[config.mk]
export PLATFORM = sky130hd
export DESIGN_NAME = terminal_key_sequence_decoder
export DESIGN_NICKNAME = d
export VERILOG_FILES = /design/src/hw/rtl/tksd_pkg.sv /design/src/hw/rtl/terminal_key_sequence_decoder.sv
export SDC_FILE = /design/constraint.sdc
export NUM_CORES = 1
export LEC_CHECK = 0
export ABC_AREA = 1
export ABC_CLOCK_PERIOD_IN_PS = 2300
export BUFFER_PORTS_ARGS = -buffer_cell sky130_fd_sc_hd__clkbuf_2
export CORE_UTILIZATION = 31
export CTS_CLUSTER_SIZE = 10
export DETAILED_ROUTE_END_ITERATION = 7
export PLACE_DENSITY = 0.54
export SLEW_MARGIN = 40
export SYNTH_ARGS = -nofsm -noshare
export SYNTH_HDL_FRONTEND = slang
export SYNTH_SLANG_ARGS = --single-unit
[constraint.sdc]
create_clock -name clk -period 2.3 [get_ports clk]
set_input_delay 0.23 -clock clk [delete_from_list [all_inputs] [get_ports clk]]
set_output_delay 0.23 -clock clk [all_outputs]
set_load 0.02 [all_outputs]
[src/hw/rtl/tksd_pkg.sv]
// ----------------------------------------------------------------------------
// tksd_pkg
// Types, codes and lookup functions of the terminal key sequence decoder.
// ----------------------------------------------------------------------------
package tksd_pkg;

  // input commands
  localparam logic [1:0] CMD_BYTE    = 2'd0;
  localparam logic [1:0] CMD_TIMEOUT = 2'd1;
  localparam logic [1:0] CMD_ENDED   = 2'd2;

  // key event codes
  localparam logic [4:0] EV_UNKNOWN  = 5'd0;
  localparam logic [4:0] EV_CHAR     = 5'd1;
  localparam logic [4:0] EV_TIMEOUT  = 5'd2;
  localparam logic [4:0] EV_ENDED    = 5'd3;
  localparam logic [4:0] EV_UP       = 5'd4;
  localparam logic [4:0] EV_DOWN     = 5'd5;
  localparam logic [4:0] EV_LEFT     = 5'd6;
  localparam logic [4:0] EV_RIGHT    = 5'd7;
  localparam logic [4:0] EV_HOME     = 5'd8;
  localparam logic [4:0] EV_END      = 5'd9;
  localparam logic [4:0] EV_PGUP     = 5'd10;
  localparam logic [4:0] EV_PGDN     = 5'd11;
  localparam logic [4:0] EV_INS      = 5'd12;
  localparam logic [4:0] EV_DEL      = 5'd13;
  localparam logic [4:0] EV_F10      = 5'd14;
  localparam logic [4:0] EV_CTRLHOME = 5'd15;
  localparam logic [4:0] EV_CTRLEND  = 5'd16;

  // bytes of interest
  localparam logic [7:0] CH_NUL    = 8'd0;
  localparam logic [7:0] CH_ESC    = 8'd27;
  localparam logic [7:0] CH_PREFIX = 8'd224;
  localparam logic [7:0] CH_LBRACK = 8'h5B;
  localparam logic [7:0] CH_UPPERO = 8'h4F;
  localparam logic [7:0] CH_TILDE  = 8'h7E;
  localparam logic [7:0] CH_SEMI   = 8'h3B;
  localparam logic [7:0] CH_ZERO   = 8'h30;
  localparam logic [7:0] CH_ONE    = 8'h31;
  localparam logic [7:0] CH_FIVE   = 8'h35;
  localparam logic [7:0] CH_NINE   = 8'h39;
  localparam logic [7:0] CH_UPPERA = 8'h41;
  localparam logic [7:0] CH_UPPERB = 8'h42;
  localparam logic [7:0] CH_UPPERC = 8'h43;
  localparam logic [7:0] CH_UPPERD = 8'h44;
  localparam logic [7:0] CH_UPPERF = 8'h46;
  localparam logic [7:0] CH_UPPERH = 8'h48;

  // PC scan codes
  localparam logic [7:0] SC_UP       = 8'd72;
  localparam logic [7:0] SC_DOWN     = 8'd80;
  localparam logic [7:0] SC_LEFT     = 8'd75;
  localparam logic [7:0] SC_RIGHT    = 8'd77;
  localparam logic [7:0] SC_HOME     = 8'd71;
  localparam logic [7:0] SC_END      = 8'd79;
  localparam logic [7:0] SC_PGUP     = 8'd73;
  localparam logic [7:0] SC_PGDN     = 8'd81;
  localparam logic [7:0] SC_INS      = 8'd82;
  localparam logic [7:0] SC_DEL      = 8'd83;
  localparam logic [7:0] SC_F10      = 8'd68;
  localparam logic [7:0] SC_CTRLHOME = 8'd119;
  localparam logic [7:0] SC_CTRLEND  = 8'd117;

  // result queue
  localparam int QDEPTH = 4;
  localparam int QAW    = $clog2(QDEPTH);
  localparam int QCW    = $clog2(QDEPTH + 1);

  typedef enum logic [2:0] {
    PH_IDLE  = 3'd0,
    PH_ESC   = 3'd1,
    PH_INTRO = 3'd2,
    PH_DIGIT = 3'd3,
    PH_F10   = 3'd4,
    PH_SEMI  = 3'd5,
    PH_MOD   = 3'd6,
    PH_SCAN  = 3'd7
  } phase_t;

  typedef struct packed {
    logic [4:0] ev;
    logic [7:0] ch;
  } result_t;

  typedef struct packed {
    result_t res;
    logic    last;
  } q_entry_t;

  function automatic logic [4:0] letter_key(input logic [7:0] b);
    logic [4:0] k;
    case (b)
      CH_UPPERA: k = EV_UP;
      CH_UPPERB: k = EV_DOWN;
      CH_UPPERC: k = EV_RIGHT;
      CH_UPPERD: k = EV_LEFT;
      CH_UPPERH: k = EV_HOME;
      CH_UPPERF: k = EV_END;
      default:   k = EV_UNKNOWN;
    endcase
    return k;
  endfunction

  function automatic logic [4:0] tilde_key(input logic [3:0] d);
    logic [4:0] k;
    case (d)
      4'd1:    k = EV_HOME;
      4'd2:    k = EV_INS;
      4'd3:    k = EV_DEL;
      4'd4:    k = EV_END;
      4'd5:    k = EV_PGUP;
      4'd6:    k = EV_PGDN;
      4'd7:    k = EV_HOME;
      4'd8:    k = EV_END;
      default: k = EV_UNKNOWN;
    endcase
    return k;
  endfunction

  function automatic logic [4:0] scan_key(input logic [7:0] b);
    logic [4:0] k;
    case (b)
      SC_UP:       k = EV_UP;
      SC_DOWN:     k = EV_DOWN;
      SC_LEFT:     k = EV_LEFT;
      SC_RIGHT:    k = EV_RIGHT;
      SC_HOME:     k = EV_HOME;
      SC_END:      k = EV_END;
      SC_PGUP:     k = EV_PGUP;
      SC_PGDN:     k = EV_PGDN;
      SC_INS:      k = EV_INS;
      SC_DEL:      k = EV_DEL;
      SC_F10:      k = EV_F10;
      SC_CTRLHOME: k = EV_CTRLHOME;
      SC_CTRLEND:  k = EV_CTRLEND;
      default:     k = EV_UNKNOWN;
    endcase
    return k;
  endfunction

  // end of a sequence: the key, or a plain ESC when nothing matched
  function automatic result_t finish_res(input logic [4:0] k);
    result_t r;
    if (k == EV_UNKNOWN) begin
      r.ev = EV_CHAR;
      r.ch = CH_ESC;
    end else begin
      r.ev = k;
      r.ch = 8'd0;
    end
    return r;
  endfunction

endpackage

[src/hw/rtl/terminal_key_sequence_decoder.sv]
// ----------------------------------------------------------------------------
// terminal_key_sequence_decoder
// Decodes keyboard bytes, timeouts and end of input into key events.
// ----------------------------------------------------------------------------
// The decoder takes one input transfer per clock and decodes it in the same
// cycle against its sequence state; the zero, one or two key events it causes
// go into a four-entry result queue, one event leaving per clock. Input is
// held off (in_ready low) while more than two events wait in the queue, so
// the input side runs at one transfer per cycle as long as the output side
// takes events as fast as they come; an ESC followed by a plain byte makes
// two events, which leave the queue one after the other. Writing cfg_write_data via
// cfg_write_en selects ANSI (0) or PC scan-code (1) decoding and returns the
// decoder to idle; write it only while no transfer is in flight.
module terminal_key_sequence_decoder (
  input  logic       clk,
  input  logic       rst,
  input  logic       cfg_write_en,
  input  logic       cfg_write_data,
  input  logic       in_valid,
  output logic       in_ready,
  input  logic [1:0] command,
  input  logic [7:0] byte_value,
  output logic       out_valid,
  input  logic       out_ready,
  output logic [4:0] event_res,
  output logic [7:0] char_value,
  output logic       last
);

  logic                scan_code_mode;
  tksd_pkg::phase_t    phase, phase_next;
  logic                intro_is_o, intro_is_o_next;
  logic [3:0]          held_digit, held_digit_next;
  logic                modifier_is_five, modifier_is_five_next;

  logic [1:0]          n_res;
  tksd_pkg::result_t   res0, res1;

  tksd_pkg::q_entry_t  queue [tksd_pkg::QDEPTH];
  logic [tksd_pkg::QAW-1:0] wr_ptr, rd_ptr, wr_ptr_1;
  logic [tksd_pkg::QCW-1:0] count;

  logic in_xfer, out_xfer, is_byte, is_digit;

  assign in_xfer  = in_valid && in_ready;
  assign out_xfer = out_valid && out_ready;
  assign is_byte  = (command == tksd_pkg::CMD_BYTE);
  assign is_digit = (byte_value >= tksd_pkg::CH_ZERO) && (byte_value <= tksd_pkg::CH_NINE);

  // next state of the sequence decoder
  always_comb begin
    phase_next            = phase;
    intro_is_o_next       = intro_is_o;
    held_digit_next       = held_digit;
    modifier_is_five_next = modifier_is_five;
    if (is_byte || command == tksd_pkg::CMD_TIMEOUT || command == tksd_pkg::CMD_ENDED) begin
      if (scan_code_mode) begin
        if (!(phase == tksd_pkg::PH_SCAN && command == tksd_pkg::CMD_TIMEOUT)) begin
          phase_next            = tksd_pkg::PH_IDLE;
          intro_is_o_next       = 1'b0;
          held_digit_next       = 4'd0;
          modifier_is_five_next = 1'b0;
          if (phase != tksd_pkg::PH_SCAN && is_byte &&
              (byte_value == tksd_pkg::CH_NUL || byte_value == tksd_pkg::CH_PREFIX)) begin
            phase_next = tksd_pkg::PH_SCAN;
          end
        end
      end else begin
        // clear by default; sequence steps below override
        phase_next            = tksd_pkg::PH_IDLE;
        intro_is_o_next       = 1'b0;
        held_digit_next       = 4'd0;
        modifier_is_five_next = 1'b0;
        if (phase == tksd_pkg::PH_IDLE || phase == tksd_pkg::PH_SCAN) begin
          if (is_byte && byte_value == tksd_pkg::CH_ESC) begin
            phase_next = tksd_pkg::PH_ESC;
          end
        end else if (is_byte) begin
          case (phase)
            tksd_pkg::PH_ESC: begin
              if (byte_value == tksd_pkg::CH_LBRACK || byte_value == tksd_pkg::CH_UPPERO) begin
                phase_next      = tksd_pkg::PH_INTRO;
                intro_is_o_next = (byte_value == tksd_pkg::CH_UPPERO);
              end
            end
            tksd_pkg::PH_INTRO: begin
              if (!intro_is_o && is_digit) begin
                phase_next      = tksd_pkg::PH_DIGIT;
                held_digit_next = byte_value[3:0];
              end
            end
            tksd_pkg::PH_DIGIT: begin
              if (held_digit == 4'd2 && byte_value == tksd_pkg::CH_ONE) begin
                phase_next      = tksd_pkg::PH_F10;
                held_digit_next = held_digit;
              end else if (held_digit == 4'd1 && byte_value == tksd_pkg::CH_SEMI) begin
                phase_next      = tksd_pkg::PH_SEMI;
                held_digit_next = held_digit;
              end
            end
            tksd_pkg::PH_SEMI: begin
              phase_next            = tksd_pkg::PH_MOD;
              held_digit_next       = held_digit;
              modifier_is_five_next = (byte_value == tksd_pkg::CH_FIVE);
            end
            default: begin
            end
          endcase
        end
      end
    end
  end

  // key events caused by the current input
  always_comb begin
    n_res = 2'd0;
    res0  = '0;
    res1  = '0;
    if (is_byte || command == tksd_pkg::CMD_TIMEOUT || command == tksd_pkg::CMD_ENDED) begin
      if (scan_code_mode) begin
        if (phase == tksd_pkg::PH_SCAN) begin
          if (command != tksd_pkg::CMD_TIMEOUT) begin
            n_res  = 2'd1;
            res0.ev = is_byte ? tksd_pkg::scan_key(byte_value) : tksd_pkg::EV_UNKNOWN;
          end
        end else if (command == tksd_pkg::CMD_TIMEOUT) begin
          n_res   = 2'd1;
          res0.ev = tksd_pkg::EV_TIMEOUT;
        end else if (command == tksd_pkg::CMD_ENDED) begin
          n_res   = 2'd1;
          res0.ev = tksd_pkg::EV_ENDED;
        end else if (byte_value != tksd_pkg::CH_NUL && byte_value != tksd_pkg::CH_PREFIX) begin
          n_res   = 2'd1;
          res0.ev = tksd_pkg::EV_CHAR;
          res0.ch = byte_value;
        end
      end else if (phase == tksd_pkg::PH_IDLE || phase == tksd_pkg::PH_SCAN) begin
        if (command == tksd_pkg::CMD_TIMEOUT) begin
          n_res   = 2'd1;
          res0.ev = tksd_pkg::EV_TIMEOUT;
        end else if (command == tksd_pkg::CMD_ENDED) begin
          n_res   = 2'd1;
          res0.ev = tksd_pkg::EV_ENDED;
        end else if (byte_value != tksd_pkg::CH_ESC) begin
          n_res   = 2'd1;
          res0.ev = tksd_pkg::EV_CHAR;
          res0.ch = byte_value;
        end
      end else if (!is_byte) begin
        n_res = 2'd1;
        res0  = tksd_pkg::finish_res(tksd_pkg::EV_UNKNOWN);
      end else begin
        case (phase)
          tksd_pkg::PH_ESC: begin
            if (byte_value != tksd_pkg::CH_LBRACK && byte_value != tksd_pkg::CH_UPPERO) begin
              // ESC then an ordinary byte: both come out as characters
              n_res = 2'd2;
              res0  = tksd_pkg::finish_res(tksd_pkg::EV_UNKNOWN);
              res1.ev = tksd_pkg::EV_CHAR;
              res1.ch = byte_value;
            end
          end
          tksd_pkg::PH_INTRO: begin
            if (intro_is_o || !is_digit) begin
              n_res = 2'd1;
              res0  = tksd_pkg::finish_res(tksd_pkg::letter_key(byte_value));
            end
          end
          tksd_pkg::PH_DIGIT: begin
            if (byte_value == tksd_pkg::CH_TILDE) begin
              n_res = 2'd1;
              res0  = tksd_pkg::finish_res(tksd_pkg::tilde_key(held_digit));
            end else if (!(held_digit == 4'd2 && byte_value == tksd_pkg::CH_ONE) &&
                         !(held_digit == 4'd1 && byte_value == tksd_pkg::CH_SEMI)) begin
              n_res = 2'd1;
              res0  = tksd_pkg::finish_res(tksd_pkg::EV_UNKNOWN);
            end
          end
          tksd_pkg::PH_F10: begin
            n_res = 2'd1;
            res0  = tksd_pkg::finish_res(byte_value == tksd_pkg::CH_TILDE ?
                                         tksd_pkg::EV_F10 : tksd_pkg::EV_UNKNOWN);
          end
          tksd_pkg::PH_MOD: begin
            n_res = 2'd1;
            if (modifier_is_five && byte_value == tksd_pkg::CH_UPPERH) begin
              res0 = tksd_pkg::finish_res(tksd_pkg::EV_CTRLHOME);
            end else if (modifier_is_five && byte_value == tksd_pkg::CH_UPPERF) begin
              res0 = tksd_pkg::finish_res(tksd_pkg::EV_CTRLEND);
            end else begin
              res0 = tksd_pkg::finish_res(tksd_pkg::EV_UNKNOWN);
            end
          end
          default: begin
          end
        endcase
      end
    end
  end

  // decoder state and configuration
  always_ff @(posedge clk) begin
    if (rst) begin
      scan_code_mode   <= 1'b0;
      phase            <= tksd_pkg::PH_IDLE;
      intro_is_o       <= 1'b0;
      held_digit       <= 4'd0;
      modifier_is_five <= 1'b0;
    end else if (cfg_write_en) begin
      scan_code_mode   <= cfg_write_data;
      phase            <= tksd_pkg::PH_IDLE;
      intro_is_o       <= 1'b0;
      held_digit       <= 4'd0;
      modifier_is_five <= 1'b0;
    end else if (in_xfer) begin
      phase            <= phase_next;
      intro_is_o       <= intro_is_o_next;
      held_digit       <= held_digit_next;
      modifier_is_five <= modifier_is_five_next;
    end
  end

  // result queue
  assign wr_ptr_1 = wr_ptr + tksd_pkg::QAW'(1);

  always_ff @(posedge clk) begin
    if (rst) begin
      wr_ptr <= '0;
      rd_ptr <= '0;
      count  <= '0;
    end else begin
      if (in_xfer) begin
        wr_ptr <= wr_ptr + tksd_pkg::QAW'(n_res);
      end
      if (out_xfer) begin
        rd_ptr <= rd_ptr + tksd_pkg::QAW'(1);
      end
      count <= count + tksd_pkg::QCW'(in_xfer ? n_res : 2'd0)
                     - tksd_pkg::QCW'(out_xfer);
    end
  end

  always_ff @(posedge clk) begin
    if (in_xfer && n_res != 2'd0) begin
      queue[wr_ptr] <= '{res: res0, last: (n_res == 2'd1)};
    end
    if (in_xfer && n_res == 2'd2) begin
      queue[wr_ptr_1] <= '{res: res1, last: 1'b1};
    end
  end

  assign in_ready   = (count <= tksd_pkg::QCW'(tksd_pkg::QDEPTH - 2));
  assign out_valid  = (count != '0);
  assign event_res  = queue[rd_ptr].res.ev;
  assign char_value = queue[rd_ptr].res.ch;
  assign last       = queue[rd_ptr].last;

  a_count_bound: assert property (@(posedge clk) disable iff (rst)
    count <= tksd_pkg::QCW'(tksd_pkg::QDEPTH))
    else $error("result queue overfilled");

  a_cfg_clears: assert property (@(posedge clk) disable iff (rst)
    cfg_write_en |=> (phase == tksd_pkg::PH_IDLE && held_digit == 4'd0))
    else $error("configuration write did not clear the decoder");

  a_scan_phases: assert property (@(posedge clk) disable iff (rst)
    scan_code_mode |-> (phase == tksd_pkg::PH_IDLE || phase == tksd_pkg::PH_SCAN))
    else $error("ANSI phase reached in scan-code mode");

  a_f10_digit: assert property (@(posedge clk) disable iff (rst)
    (phase == tksd_pkg::PH_F10) |-> (held_digit == 4'd2))
    else $error("F10 phase without digit 2");

  a_semi_digit: assert property (@(posedge clk) disable iff (rst)
    (phase == tksd_pkg::PH_SEMI || phase == tksd_pkg::PH_MOD) |-> (held_digit == 4'd1))
    else $error("modifier phase without digit 1");

endmodule
## Yosys cells after proc, flatten, opt, wreduce, memory -nomap -nowiden

Memories as Yosys holds them, arrays and structs flattened. A register that Yosys moved wholly into a read port is not among the register bits.
Index checks and enable logic that the tools add are counted.

| storage, ports and cells | value |
|---|---|
| memories | 2 |
| register bits after elaboration | 17 |
| memory bits (writable) | 56 |
| output and inout bits | 16 |
| bits in read-only memories | 64 |

| operators by class | value |
|---|---|
| add/subtract/negate cells | 5 |
| eq/ne operators | 47 |
| reduce and logical (&&, ||, !) cells | 40 |
| order comparisons | 3 |
| multiplexer cells | 104 |

Memories:

| memory | words | width | rd ports | clocked after Yosys merged registers in | wr ports | line | source |
|---|---|---|---|---|---|---|---|
| (name not given) | 16 | 4 | 1 | 1 | 0 | tksd_pkg.sv:107 | `case (d)` |
| queue | 4 | 14 | 1 | 1 | 2 | terminal_key_sequence_decoder.sv:39 | `tksd_pkg::q_entry_t queue [tksd_pkg::QDEPTH];` |

Operators by type and width:

| cell | count |
|---|---|
| $eq 8x7->1 const B | 19 |
| $mux 13 | 10 |
| $mux 9 | 10 |
| $mux 5 | 16 |
| $pmux 13 s5 | 1 |
| $pmux 5 s13 | 1 |
| $mux 4 | 10 |
| $mux 8 | 5 |
| $mux 2 | 14 |
| $mux 1 | 25 |
| $eq 8x6->1 const B | 3 |
| $pmux 4 s6 | 1 |
| $mux 3 | 7 |
| $logic_and 1x1->1 | 17 |
| $ne 8x7->1 const B | 2 |
| $logic_not 5->1 | 3 |
| $eq 3x3->1 const B | 4 |
| $mux 12 | 1 |
| $pmux 3 s4 | 1 |
| $pmux 4 s3 | 1 |
| $ne 5x5->1 const B | 2 |
| $eq 8x5->1 const B | 1 |
| $eq 8x8->1 const B | 1 |
| $ge 8x6->1 const B | 1 |
| 30 further kinds | 43 |

## Depth between registers and ports, before layout

| depth | value |
|---|---|
| word-level depth | 18 |
| gate-level depth with buffers | 19 |
| depth with buffers taken out | 19 |

## Worst setup path after synthesis

Ideal clock, no wire load.

| timing | value |
|---|---|
| kind | register to register |
| from | reg count[2] (netlist bit) |
| to | reg count[2] (netlist bit) |
| path slack | -198 ps |
| required time | 2172 ps |
| clock period less this slack | 2498 ps |
| buffers on the path | 0 |
| arrival time | 2370 ps |
| cell stages (with the launch flop) | 13 |
| cell sequence | dfxtp_1 -> a21oi_1 -> nand2_1 -> inv_1 -> nand3_4 -> ha_1 -> inv_1 -> ha_1 -> inv_1 -> fa_1 -> xor2_1 -> inv_1 -> nor2_1 |

| on the way | value |
|---|---|
| word-level cells in the longest chain between the ends | 5 |
| elaborated cells on any way between the ends | 7 |
| those cells by class | 2 x add/sub; 1 x order compare; 1 x mux; 3 x reduce/logical |

RTL lines:

| element | line | source |
|---|---|---|
| from (decl) | terminal_key_sequence_decoder.sv:41 | `logic [tksd_pkg::QCW-1:0] count;` |
| from (signal assigned) | terminal_key_sequence_decoder.sv:238 | `count <= count + tksd_pkg::QCW'(in_xfer ? n_res : 2'd0)` |
| $le 3x2->1 | terminal_key_sequence_decoder.sv:252 | `assign in_ready = (count <= tksd_pkg::QCW'(tksd_pkg::QDEPTH - 2));` |
| named net in_ready | terminal_key_sequence_decoder.sv:20 | `output logic in_ready,` |
| $logic_and 1x1->1 | terminal_key_sequence_decoder.sv:45 | `assign in_xfer = in_valid && in_ready;` |
| $mux 2 | terminal_key_sequence_decoder.sv:238 |  |
| $add 3x2->3 | terminal_key_sequence_decoder.sv:238 |  |
| $sub 3x1->3 | terminal_key_sequence_decoder.sv:239 | `- tksd_pkg::QCW'(out_xfer);` |

The timed path passes the listed nets, and every way through them passes these cells.
A chain may end at the register's enable or synchronous reset.

## Worst setup path after layout

| timing | value |
|---|---|
| from | reg phase[1] |
| to | reg count[2] (netlist bit) |

| on the way | value |
|---|---|
| word-level cells in the longest chain between the ends | 10 |
| elaborated cells on any way between the ends | 18 |
| those cells by class | 2 x add/sub; 6 x eq/ne; 7 x mux; 3 x reduce/logical |

RTL lines:

| element | line | source |
|---|---|---|
| from (decl) | terminal_key_sequence_decoder.sv:31 | `tksd_pkg::phase_t phase, phase_next;` |
| from (signal assigned) | terminal_key_sequence_decoder.sv:205 | `phase <= tksd_pkg::PH_IDLE;` |
| from (signal assigned) | terminal_key_sequence_decoder.sv:211 | `phase <= tksd_pkg::PH_IDLE;` |
| from (signal assigned) | terminal_key_sequence_decoder.sv:216 | `phase <= phase_next;` |
| $eq 3x3->1 | terminal_key_sequence_decoder.sv:153 | `case (phase)` |
| $reduce_or 2->1 (no source line) | n/a |  |
| $pmux 2 s4 | terminal_key_sequence_decoder.sv:153 |  |
| $mux 2 | terminal_key_sequence_decoder.sv:149 | `end else if (!is_byte) begin` |
| $mux 2 | terminal_key_sequence_decoder.sv:137 | `end else if (phase == tksd_pkg::PH_IDLE \|\| phase == tksd_pkg::PH_SCAN) begin` |
| $mux 2 (*) | terminal_key_sequence_decoder.sv:120 | `if (scan_code_mode) begin` |
| $mux 2 (*) | terminal_key_sequence_decoder.sv:119 | `if (is_byte \|\| command == tksd_pkg::CMD_TIMEOUT \|\| command == tksd_pkg::CMD_ENDED) begin` |
| $mux 2 (*) | terminal_key_sequence_decoder.sv:238 |  |
| $add 3x2->3 (*) | terminal_key_sequence_decoder.sv:238 |  |
| $sub 3x1->3 (*) | terminal_key_sequence_decoder.sv:239 |  |

Every way passes the cells marked *; elsewhere a longest branch is shown, timed or not.

==> flow_summary.ini <==
[worst_hold_path]
hp-class = in2reg

[power_and_ir_drop]
p_int_mw = 3.35
total_power_mw = 5.43
sw_share_pct = 38.3
vdd.ir_drop.worst_mv = 0.395
p_seq_share_pct = 35.3
pwr_density_cell_nw_per_um2 = 775
comb_power_share_pct = 38.2
switching_power_mw = 2.08
lkg_pwr_nw = 3.26
pwr-share-clk_pct = 26.6

[floorplanning]
floorplan.io_pins = 32
design.die.area_um2 = 17000
cell_rows = 46
core_area_um2 = 16000
initial_core_util_pct = 31.9
dieHeight_um = 130
fp.dieW_um = 130

[global_routing]
number_of_antenna_violations_at_the_first_check_in_global_routing = 0
globalRouteOverflowTotal = 0
grt_first_pass_wirelength_mm = 25.8
largest_net_degree_at_the_start_of_global_routing = 29
grt_util_all_layers_pct = 20.2
number_of_global_route_vias_before_repair = 5008

[yosys]
summed_instance_area_of_the_synthesized_netlist_um2 = 5110
synth_compound_area_share_pct = 14.6
postSynthRegisterBits = 79
edff_count_synth = 36
yosysSeqAreaShare_pct = 38.0
synth_area_per_cell_um2 = 7.02
ys.warnings.count = 0
synth_cells = 728
synthArstFlopShare_pct = 0
yosys.area_share.simple_pct = 35.4
synthFlopType = dfxtp_1
synth_commonest_cells = 178 x nand2_1, 107 x nor2_1, 68 x nand3_1
synth_fa_ha_area_share_pct = 3.08
synth-xor-area-share_pct = 0.343
synth.largest_area_cell = edfxtp_1
synthesis.nets = 756
yosysUniqueCellTypes = 46
synth_top_area_share_pct = 21.2
synth_top_family_by_area = simple AND/OR/NAND/NOR gates
synth_top_cells_by_area = edfxtp_1 21%, dfxtp_1 17%, nand2_1 13%, nor2_1 7.9%, nand3_1 6.7%
synthMuxAreaShare_pct = 0
synth_most_common_cell = nand2_1

[sta]
setup-violations-final = 0
grt_setup_unrepaired = true
hold_viol_final = 0
worst_slew_pin_slew_ps = 430
worst_slew_margin_rel_pct = 71.3
fmax_mhz = 445
final_cycle_share_pct = 97.8
report.final.slew_viol_count = 0
fin_crit_ps = 2250
timing.clock.skew_ps = 10.3
finalWorstSetupSlack_ps = 50.4

[drt]
detail-route-antenna-nets = 0
detailroute.via_count = 5336
routed_wl_mm = 16.4
firstDrtPassIters = 5
vias_per_cell = 4.84
routedWlPerCell_um = 14.8
detailedRoute.firstIterationViolations = 402
drc = 0

[critical_path]
critical_path_required_time_ps = 2540
timing.critical_path.from_type = register
arrival_ps = 2490
worst-path-max-fanout = 5
worst_setup_path_start = phase[1]
endpoint_of_the_worst_slack_reg_to_reg_timing_path = count[2]
rr_startpoint = phase[1]
critical_path.endpoint = count[2]
regToRegSetupSlack_ps = 50
setup.worst_path.end_class = register
worst-setup-path-type = reg2reg
r2r_cells = 14

[clock_network]
cts_sinks = 79
htreeDepth = 3
cts_tree = done
worst_setup_hold_path_clk_slew_ps = 60
tritoncts_buffers = 9
max-clock-path-buffers = 2
clock_tree.root_cell = clkbuf_16
clkLatencyLatePin_ps = 360

[outcome]
result_of_the_run = complete, no violations

[finish]
drive_above_1_share_pct = 29.4
antenna_cells_inserted = 0
finish.utilization_pct = 43.8
layout_overhead_on_the_synthesized_area_pct = 37.0
final_net_count = 910

[place]
dp_hpwl_mm = 12.8
gp_congestion = 0.928
port_buffers = 31
placement.setup.worst_slack_ps = -231

[run]
timing.max_cap.violations = 0
[how the worst min path moves through the flow]
stage | from | endpoint | slack [ps] | cells after the start
after floorplan | cfg_write_data | scan_code_mode | 370 | 2
after global placement | queue[2][0] | queue[2][0] | 440 | 2
after detailed placement | queue[2][0] | queue[2][0] | 440 | 2
after CTS | cfg_write_data | scan_code_mode | 100 | 3
after global routing | cfg_write_data | scan_code_mode | 130 | 3
final | cfg_write_data | scan_code_mode | 100 | 3
[metrics by stage]
step | cell area [um^2] | instances | hold WS (ps) | TNS, ps
2_1_floorplan | 5160 | 728 | 369 | -98.5
3_3_place_gp | 6520 | 1084 | 438 | -2950
3_5_place_dp | 6520 | 1084 | 438 | -3920
4_1_cts | 6830 | 1100 | 95.4 | 0
5_1_grt | 7000 | 1103 | 129 | -324
6_report | 7000 | 1103 | 101 | 0
[state kept, by name, summed over array words and instances, names as in the netlist, named ones only]
name / flops
queue: 56
held_digit: 4
count: 3
phase: 3
rd_ptr: 2
wr_ptr: 2
intro_is_o: 1
modifier_is_five: 1
scan_code_mode: 1
[power groups by stage]
| stage | sequential (mW) | clock [mW] | combinational, mW |
|---|---|---|---|
| floorplan | 1.90 | 0 | 1.33 |
| global placement | 1.93 | 0 | 2.02 |
| detailed placement | 1.94 | 0 | 2.03 |
| CTS | 1.91 | 1.47 | 2.03 |
| global route | 1.95 | 1.54 | 2.32 |
| finish | 1.91 | 1.44 | 2.07 |
[routing by layer]
| metal | vias up | global-route usage [%] | part of all wire (%) |
|---|---|---|---|
| met5 | - | 0 | 0 |
| met4 | 0 | 7.44 | 2.3 |
| met3 | 29 | 3.62 | 4.1 |
| met2 | 140 | 33.6 | 48 |
| met1 | 2412 | 26.3 | 46 |
| li1 | 2755 | - | - |
[critical path, stage by stage (launching register included)]
cell and delay [ps]:
dfxtp_2 330, inv_4 100, buf_4 120, nand2_1 100
nor2_4 130, nand3_2 110, nor2_4 180, nand2_4 90
nor2_8 100, inv_4 40, ha_4 210, fa_2 380
xor2_1 140, inv_1 50, nor2_1 40
[layout make-up]
| type | instances | area [um^2] |
|---|---|---|
| clock inverters | 7 | 75.1 |
| fillers | 1697 | 9000 |
| multi-input cells | 546 | 2910 |
| clock buffers | 9 | 225 |
| flip-flops and latches | 79 | 1950 |
| inverters | 76 | 293 |
| well taps | 216 | 270 |
| repair buffers | 170 | 1280 |
[repair_timing]
action,in CTS,in global routing
buffers inserted,0,3
cloned,0,0
hold buffers,0,0
pin swaps,2,19
resized for setup,3,43
setup endpoints to repair,25,50
[placed cells by master, fill, tap and decap left out, drive strengths merged]
cell type    n
a211oi       3
a21oi       29
a221oi       3
a31oi        1
and2         1
buf        139
clkbuf      40
clkinv       3
clkinvlp     1
dfxtp       43
edfxtp      36
fa           1
ha          11
inv         79
nand2      186
nand3       71
nand4       12
nor2       114
nor3        15
nor3b        4
nor4         1
o211ai       3
o21ai       56
o22ai       31
o31ai        2
xnor2        1
xor2         1
[kinds of logic (layout without fill, tap and decap cells)]
| kind of cell | Yosys count | after routing |
|---|---|---|
| xor+xnor | 2 | 2 |
| compound gates | 128 | 128 |
| buf+inv | 103 | 262 |
| simple gates | 404 | 404 |
| flops | 79 | 79 |
| fa+ha+maj | 12 | 12 |
Power figures use the tool's default switching activity.
